===== config.mk =====
export PLATFORM = sky130hd
export DESIGN_NAME = xor_checked_packet_deframer_top_flat
export DESIGN_NICKNAME = d
export VERILOG_FILES = /design/src/xcpd_pkg.sv /design/src/xcpd_if.sv /design/src/xcpd_core.sv /design/src/xcpd_out_reg.sv /design/src/xor_checked_packet_deframer_top.sv /design/src/flat_wrapper.sv
export SDC_FILE = /design/constraint.sdc
export NUM_CORES = 1
export LEC_CHECK = 0
export BUFFER_PORTS_ARGS = -buffer_cell sky130_fd_sc_hd__buf_2
export CAP_MARGIN = 20
export CORE_MARGIN = 5
export CORE_UTILIZATION = 47
export DETAILED_ROUTE_END_ITERATION = 7
export PLACE_DENSITY = 0.77
export SLEW_MARGIN = 30
export SYNTH_ARGS = -nofsm -noshare
export SYNTH_HDL_FRONTEND = slang
export SYNTH_SLANG_ARGS = --single-unit

===== constraint.sdc =====
create_clock -name i_clk -period 5.03 [get_ports i_clk]
set_input_delay 0.7545 -clock i_clk [delete_from_list [all_inputs] [get_ports i_clk]]
set_output_delay 0.7545 -clock i_clk [all_outputs]
set_load 0.01 [all_outputs]

===== src/xcpd_pkg.sv =====
// xcpd_pkg: shared types and constants for the xor checked packet deframer
// no dependencies; compiled first
package xcpd_pkg;

    localparam int BYTE_W = 8;
    localparam int KIND_W = 2;
    localparam int POS_W  = 5;

    localparam logic [BYTE_W-1:0] START_MARKER_RST = 8'hAA;

    typedef enum logic [1:0] {
        PH_HUNT = 2'd0,
        PH_LEN  = 2'd1,
        PH_DATA = 2'd2,
        PH_SUM  = 2'd3
    } t_phase;

    typedef enum logic [KIND_W-1:0] {
        KIND_DATA = 2'd0,
        KIND_GOOD = 2'd1,
        KIND_BAD  = 2'd2,
        KIND_LONG = 2'd3
    } t_kind;

    typedef struct packed {
        logic              valid;
        t_kind             kind;
        logic [BYTE_W-1:0] data;
        logic [POS_W-1:0]  position;
        logic              last_payload;
    } t_result;

endpackage


===== src/xcpd_if.sv =====
// xcpd_if: valid/ready channel interfaces for received bytes, results and config
// depends on nothing; compiled after xcpd_pkg

interface xcpd_rx_if;
    logic       valid;
    logic       ready;
    logic [7:0] rx_byte;

    modport source (output valid, output rx_byte, input ready);
    modport sink (input valid, input rx_byte, output ready);
endinterface

interface xcpd_res_if;
    logic       valid;
    logic       ready;
    logic [1:0] kind;
    logic [7:0] data;
    logic [4:0] position;
    logic       last_payload;

    modport source (output valid, output kind, output data, output position,
                    output last_payload, input ready);
    modport sink (input valid, input kind, input data, input position,
                  input last_payload, output ready);
endinterface

interface xcpd_cfg_if;
    logic       valid;
    logic       ready;
    logic [7:0] start_marker;

    modport source (output valid, output start_marker, input ready);
    modport sink (input valid, input start_marker, output ready);
endinterface


===== src/xcpd_core.sv =====
// xcpd_core: frame state machine, length/count registers and running xor
// depends on xcpd_pkg
module xcpd_core #(
    parameter int MAX_PAYLOAD = 32
) (
    input  logic                  i_clk,
    input  logic                  i_rst_n,
    input  logic                  i_step,
    input  logic [7:0]            i_rx_byte,
    input  logic                  i_cfg_we,
    input  logic [7:0]            i_cfg_data,
    output xcpd_pkg::t_result     o_result
);
    import xcpd_pkg::*;

    localparam int LEN_W = $clog2(MAX_PAYLOAD + 1);
    localparam int EXT_W = (LEN_W > POS_W) ? LEN_W : POS_W;
    localparam logic [BYTE_W-1:0] MAX_LEN = BYTE_W'(MAX_PAYLOAD);

    t_phase            r_phase, n_phase;
    logic [LEN_W-1:0]  r_len, n_len;
    logic [LEN_W-1:0]  r_count, n_count;
    logic [BYTE_W-1:0] r_xor, n_xor;
    logic [BYTE_W-1:0] r_marker;

    logic [LEN_W:0]    cnt_inc;
    logic              last;
    logic [EXT_W-1:0]  pos_ext;

    assign cnt_inc = {1'b0, r_count} + 1'b1;
    assign last    = cnt_inc >= {1'b0, r_len};
    assign pos_ext = EXT_W'(r_count);

    always_ff @(posedge i_clk) begin
        if (!i_rst_n) begin
            r_phase  <= PH_HUNT;
            r_len    <= '0;
            r_count  <= '0;
            r_xor    <= '0;
            r_marker <= START_MARKER_RST;
        end else begin
            if (i_step) begin
                r_phase <= n_phase;
                r_len   <= n_len;
                r_count <= n_count;
                r_xor   <= n_xor;
            end
            if (i_cfg_we) begin
                r_marker <= i_cfg_data;
            end
        end
    end

    always_comb begin
        n_phase  = r_phase;
        n_len    = r_len;
        n_count  = r_count;
        n_xor    = r_xor;
        o_result = '{valid: 1'b0, kind: KIND_DATA, data: i_rx_byte,
                     position: '0, last_payload: 1'b0};
        case (r_phase)
            PH_HUNT: begin
                if (i_rx_byte == r_marker) begin
                    n_phase = PH_LEN;
                end
            end
            PH_LEN: begin
                n_count = '0;
                n_xor   = '0;
                if (i_rx_byte > MAX_LEN) begin
                    n_len          = '0;
                    n_phase        = PH_HUNT;
                    o_result.valid = 1'b1;
                    o_result.kind  = KIND_LONG;
                end else begin
                    n_len   = i_rx_byte[LEN_W-1:0];
                    n_phase = (i_rx_byte == '0) ? PH_SUM : PH_DATA;
                end
            end
            PH_DATA: begin
                o_result.valid        = 1'b1;
                o_result.kind         = KIND_DATA;
                o_result.position     = pos_ext[POS_W-1:0];
                o_result.last_payload = last;
                n_xor                 = r_xor ^ i_rx_byte;
                n_count               = cnt_inc[LEN_W-1:0];
                if (last) begin
                    n_phase = PH_SUM;
                end
            end
            PH_SUM: begin
                o_result.valid = 1'b1;
                o_result.kind  = (i_rx_byte == r_xor) ? KIND_GOOD : KIND_BAD;
                n_phase        = PH_HUNT;
            end
            default: begin
                n_phase = PH_HUNT;
            end
        endcase
    end

endmodule


===== src/xcpd_out_reg.sv =====
// xcpd_out_reg: result register between the deframer and the result channel
// depends on xcpd_pkg
module xcpd_out_reg (
    input  logic              i_clk,
    input  logic              i_rst_n,
    input  logic              i_step,
    input  xcpd_pkg::t_result i_result,
    input  logic              i_out_ready,
    output logic              o_in_ready,
    output xcpd_pkg::t_result o_result
);
    import xcpd_pkg::*;

    logic    r_valid, n_valid;
    t_result r_res;

    assign o_in_ready = !r_valid || i_out_ready;

    always_comb begin
        n_valid = r_valid && !i_out_ready;
        if (i_step && i_result.valid) begin
            n_valid = 1'b1;
        end
    end

    always_ff @(posedge i_clk) begin
        if (!i_rst_n) begin
            r_valid <= 1'b0;
        end else begin
            r_valid <= n_valid;
        end
    end

    always_ff @(posedge i_clk) begin
        if (i_step && i_result.valid) begin
            r_res <= i_result;
        end
    end

    always_comb begin
        o_result       = r_res;
        o_result.valid = r_valid;
    end

endmodule


===== src/xor_checked_packet_deframer_top.sv =====
// channel   dir   payload                                 transfer
// i_rx      in    rx_byte                                 valid & ready
// o_res     out   kind, data, position, last_payload      valid & ready
// i_cfg     in    start_marker                            valid & ready
//
// one byte per cycle while i_rx is not stalled; each byte updates the frame state in the cycle it is taken
// a result is registered and appears on o_res in the cycle after its byte's transfer
// i_rx is stalled only while a result is held and o_res is not ready
// synchronous active-low reset returns to hunting with start marker 0xAA
// depends on xcpd_pkg, xcpd_if, xcpd_core, xcpd_out_reg
module xor_checked_packet_deframer_top #(
    parameter int MAX_PAYLOAD = 32
) (
    input  logic        i_clk,
    input  logic        i_rst_n,
    xcpd_rx_if.sink     i_rx,
    xcpd_res_if.source  o_res,
    xcpd_cfg_if.sink    i_cfg
);
    import xcpd_pkg::*;

    logic    step;
    logic    in_ready;
    t_result core_res;
    t_result out_res;

    assign i_rx.ready  = in_ready;
    assign step        = i_rx.valid && in_ready;
    assign i_cfg.ready = 1'b1;

    xcpd_core #(
        .MAX_PAYLOAD (MAX_PAYLOAD)
    ) u_core (
        .i_clk      (i_clk),
        .i_rst_n    (i_rst_n),
        .i_step     (step),
        .i_rx_byte  (i_rx.rx_byte),
        .i_cfg_we   (i_cfg.valid),
        .i_cfg_data (i_cfg.start_marker),
        .o_result   (core_res)
    );

    xcpd_out_reg u_out_reg (
        .i_clk       (i_clk),
        .i_rst_n     (i_rst_n),
        .i_step      (step),
        .i_result    (core_res),
        .i_out_ready (o_res.ready),
        .o_in_ready  (in_ready),
        .o_result    (out_res)
    );

    assign o_res.valid        = out_res.valid;
    assign o_res.kind         = out_res.kind;
    assign o_res.data         = out_res.data;
    assign o_res.position     = out_res.position;
    assign o_res.last_payload = out_res.last_payload;

endmodule


===== src/flat_wrapper.sv =====
// flat-port wrapper written by rule: the top's interface ports become plain ports
module xor_checked_packet_deframer_top_flat import xcpd_pkg::*;
#(
    parameter int MAX_PAYLOAD = 32
)
  (i_clk, i_rst_n, i_rx_valid, i_rx_rx_byte, i_rx_ready, o_res_valid, o_res_kind, o_res_data, o_res_position, o_res_last_payload, o_res_ready, i_cfg_valid, i_cfg_start_marker, i_cfg_ready);
  xcpd_rx_if i_rx_i ();
  xcpd_res_if o_res_i ();
  xcpd_cfg_if i_cfg_i ();
  input  logic i_clk;
  input  logic i_rst_n;
  input wire logic [$bits(i_rx_i.valid)-1:0] i_rx_valid;
  input wire logic [$bits(i_rx_i.rx_byte)-1:0] i_rx_rx_byte;
  output wire logic [$bits(i_rx_i.ready)-1:0] i_rx_ready;
  output wire logic [$bits(o_res_i.valid)-1:0] o_res_valid;
  output wire logic [$bits(o_res_i.kind)-1:0] o_res_kind;
  output wire logic [$bits(o_res_i.data)-1:0] o_res_data;
  output wire logic [$bits(o_res_i.position)-1:0] o_res_position;
  output wire logic [$bits(o_res_i.last_payload)-1:0] o_res_last_payload;
  input wire logic [$bits(o_res_i.ready)-1:0] o_res_ready;
  input wire logic [$bits(i_cfg_i.valid)-1:0] i_cfg_valid;
  input wire logic [$bits(i_cfg_i.start_marker)-1:0] i_cfg_start_marker;
  output wire logic [$bits(i_cfg_i.ready)-1:0] i_cfg_ready;
  assign i_rx_i.valid = i_rx_valid;
  assign i_rx_i.rx_byte = i_rx_rx_byte;
  assign i_rx_ready = i_rx_i.ready;
  assign o_res_valid = o_res_i.valid;
  assign o_res_kind = o_res_i.kind;
  assign o_res_data = o_res_i.data;
  assign o_res_position = o_res_i.position;
  assign o_res_last_payload = o_res_i.last_payload;
  assign o_res_i.ready = o_res_ready;
  assign i_cfg_i.valid = i_cfg_valid;
  assign i_cfg_i.start_marker = i_cfg_start_marker;
  assign i_cfg_ready = i_cfg_i.ready;
  xor_checked_packet_deframer_top #(.MAX_PAYLOAD(MAX_PAYLOAD)) u_core (.i_clk(i_clk), .i_rst_n(i_rst_n), .i_rx(i_rx_i), .o_res(o_res_i), .i_cfg(i_cfg_i));
endmodule

==> flow_metrics.py <==
metrics = {
    "clock_tree": {
        "ctsHtreeMaxLevel": 2,
        "cts-root-buf": "clkbuf_8",
        "cts.sinks": 47,
        "cts_max_path_buffers": 2,
        "cts_buffers": 5,
        "cts_resized": 0,
        "tritoncts": "done",
        "insertion_delay_ns": 0.31,
        "post_cts_buffers": 0,
        "hold_buffers": 0,
        "clk_pin_slew_ns": 0.09,
    },
    "synth": {
        "async_flop_share_pct": 0,
        "synth_flop_cell": "dfxtp_1",
        "syn_area_per_cell_um2": 10.2,
        "synth_top_area_share_pct": 25.5,
        "synth_enable_flop_cells": 16,
        "syn_inst": 239,
        "synth_top_cells_by_area": "dfxtp_1 26%, edfxtp_1 20%, ha_1 6.2%",
        "syn-cell-area_um2": 2430,
        "yosys_warnings": 0,
        "synth_cell_type_count": 40,
        "synth-seq-area-share_pct": 45.3,
        "ys_ff_latch": 47,
        "synth_fp_nets": 272,
        "yosysTopAreaCell": "dfxtp_1",
    },
    "place": {
        "placed_cell_area_um2": 2640,
        "hpwl_um": 3620,
        "place_inst": 333,
        "port_buffers": 38,
        "gp_congestion": 0.817,
    },
    "pwr": {
        "power_density_nw_per_um2": 249,
        "p_leak_uw": 0.00101,
        "irDropWorstVdd_uv": 178,
    },
    "final_layout": {
        "fillCellCount": 472,
        "antenna_cells": 0,
        "layout_common_cells": "38 x buf_2, 31 x dfxtp_1, 16 x edfxtp_1",
        "drive_gt1_share_pct": 19.9,
        "fin_util_pct": 53.8,
        "final_cell_area_um2": 2730,
        "final_cells": 341,
        "final_common_cell": "buf_2",
        "syn2layout_area_growth_pct": 12.2,
        "fin_nets": 303,
    },
    "grt": {
        "grt_use_total_pct": 16.5,
        "antenna_found_initial": 0,
        "grt_pass1_vias": 1789,
        "grt_pass1_wl_um": 8400,
        "grt_max_degree": 33,
        "grt_overflow": 0,
    },
    "sta": {
        "min_period_ns": 2.69,
        "skew_ns": 0.00710,
        "rsz0062_at_grt": "no",
        "final_hold_viol_count": 0,
        "relSlewSlack_pct": 45.1,
        "finalSetupViolCount": 0,
        "worst_pin_slew_ns": 0.820,
        "max_freq_ghz": 0.371,
        "timing.final.crit_share_pct": 53.6,
        "setup-tns-final_ns": 0,
        "slew_violations": 0,
    },
    "detailed_routing": {
        "drcViolationCount": 0,
        "drt-pass1-iter-count": 4,
        "drt_iter0_drc": 121,
        "vias": 1802,
        "routed_wirelength_um": 4930,
        "vias_per_cell": 5.28,
        "antenna_left": 0,
        "wl_per_cell_um": 14.5,
    },
    "floorplanning": {
        "die_area_um2": 6710,
        "start_util_pct": 47.9,
        "die_y_um": 81.9,
        "io-pin-count": 40,
        "std_cell_rows": 26,
        "die_w_um": 81.9,
        "coreArea_um2": 5070,
    },
    "run": {
        "maxCapViolCount": 0,
    },
    "hold_path": {
        "hold_path.class": "reg -> reg",
    },
    "setup_path": {
        "path_class": "reg -> reg",
        "path_max_fanout": 7,
        "critPathLaunchType": "register",
        "worstPathArrival_ns": 2.89,
        "setup.worst_path.end_class": "register",
        "required_ns": 5.23,
    },
    "status": {
        "status": "finished, final reports clean",
    },
}
logic make-up after synthesis:
kind of cell | after synthesis | synth area share (%)
simple gates | 79 | 19.5
buf+inv | 26 | 5.30
xor+xnor | 20 | 7.51
flops | 47 | 45.3
fa+ha+maj | 12 | 6.17
other cells | 1 | 0.154
compound gates | 45 | 12.3
mux | 9 | 3.70
metal layers:
metal	vias to the layer above	share of wire (%)	GRT usage [%]	wire (um)
met5	-	0	0	0
li1	895	-	-	-
met2	39	49	27.1	2400
met3	7	4.4	3.40	217
met4	0	1.6	6.15	80
met1	861	45	21.4	2230
power breakdown:
group          switching [uW]  internal [uW]  leakage [uW]  total [uW]
clock                     136           99.9     0.0000451         236
sequential               2.99            394      0.000398         397
combinational            27.4           19.6      0.000568        47.0
total                     167            514       0.00101         681
path summary, 6_finish.rpt:
kind / from / to / slack, ns / cells past startpoint
worst max-delay path: u_core.u_core.pos_ext[0] / u_core.u_core.r_phase[0] / 2.34 / 8
worst min-delay path: u_core.u_core.r_marker[3] / u_core.u_core.r_marker[3] / 0.51 / 2
worst max register to register: u_core.u_core.pos_ext[0] / u_core.u_core.r_phase[0] / 2.34 / 8
worst min register to register: u_core.u_core.r_marker[3] / u_core.u_core.r_marker[3] / 0.51 / 2
synth_stat cells, types with 2 or more instances:
cell type  instances
a21boi_0           9
a21boi_1           3
a21oi_1            6
a22oi_1            8
and2_1             7
and3_1             2
buf_2              4
buf_6              3
clkbuf_1           7
dfxtp_1           31
edfxtp_1          16
ha_1              12
inv_1             11
mux2i_1            9
nand2_1           13
nand3_1            7
nand3b_1           8
nand4_1            3
nor2_1            14
nor2b_1           14
nor4_2             2
nor4_4             2
o21ai_0           13
or4_1              2
xnor2_1           11
xor2_1             8
registers in the layout, indices dropped and copies added, names as in the netlist, named ones only:
register / count
u_core.u_out_reg.o_result: 16
u_core.u_core.r_len: 6
u_core.u_core.r_xor: 8
u_core.u_core.r_marker: 8
u_core.u_core.r_phase: 1
u_core.u_out_reg.r_valid: 1
u_core.u_core.pos_ext: 6
per-stage QoR:
stage	hold slack, ns	power [uW]	worst slack (ns)
floorplan	0.462	441	1.84
CTS	0.506	685	2.19
global placement	0.478	452	2.29
global route	0.534	709	2.08
detailed placement	0.486	453	2.22
finish	0.506	681	2.34
area by class of cell:
class                      count  area (um^2)  area share (%)
multi-input combinational    166         1210            44.3
sequential                    47         1100            40.3
timing repair buffer          39          198            7.24
tap                           70         87.6            3.21
clock buffer                   5         68.8            2.52
inverter                      11         41.3            1.51
clock inverter                 3         22.5           0.825
worst max-delay path, stage by stage, from the launching register on:
cell       delay (ns)
dfxtp_1          0.46
ha_1             0.27
nand3_1          0.14
xnor2_1          0.23
ha_1             0.28
and3_1           0.18
a2111oi_1        0.73
or4_1            0.23
a21boi_1         0.06
Note: power is estimated with default switching activity, not from simulation.
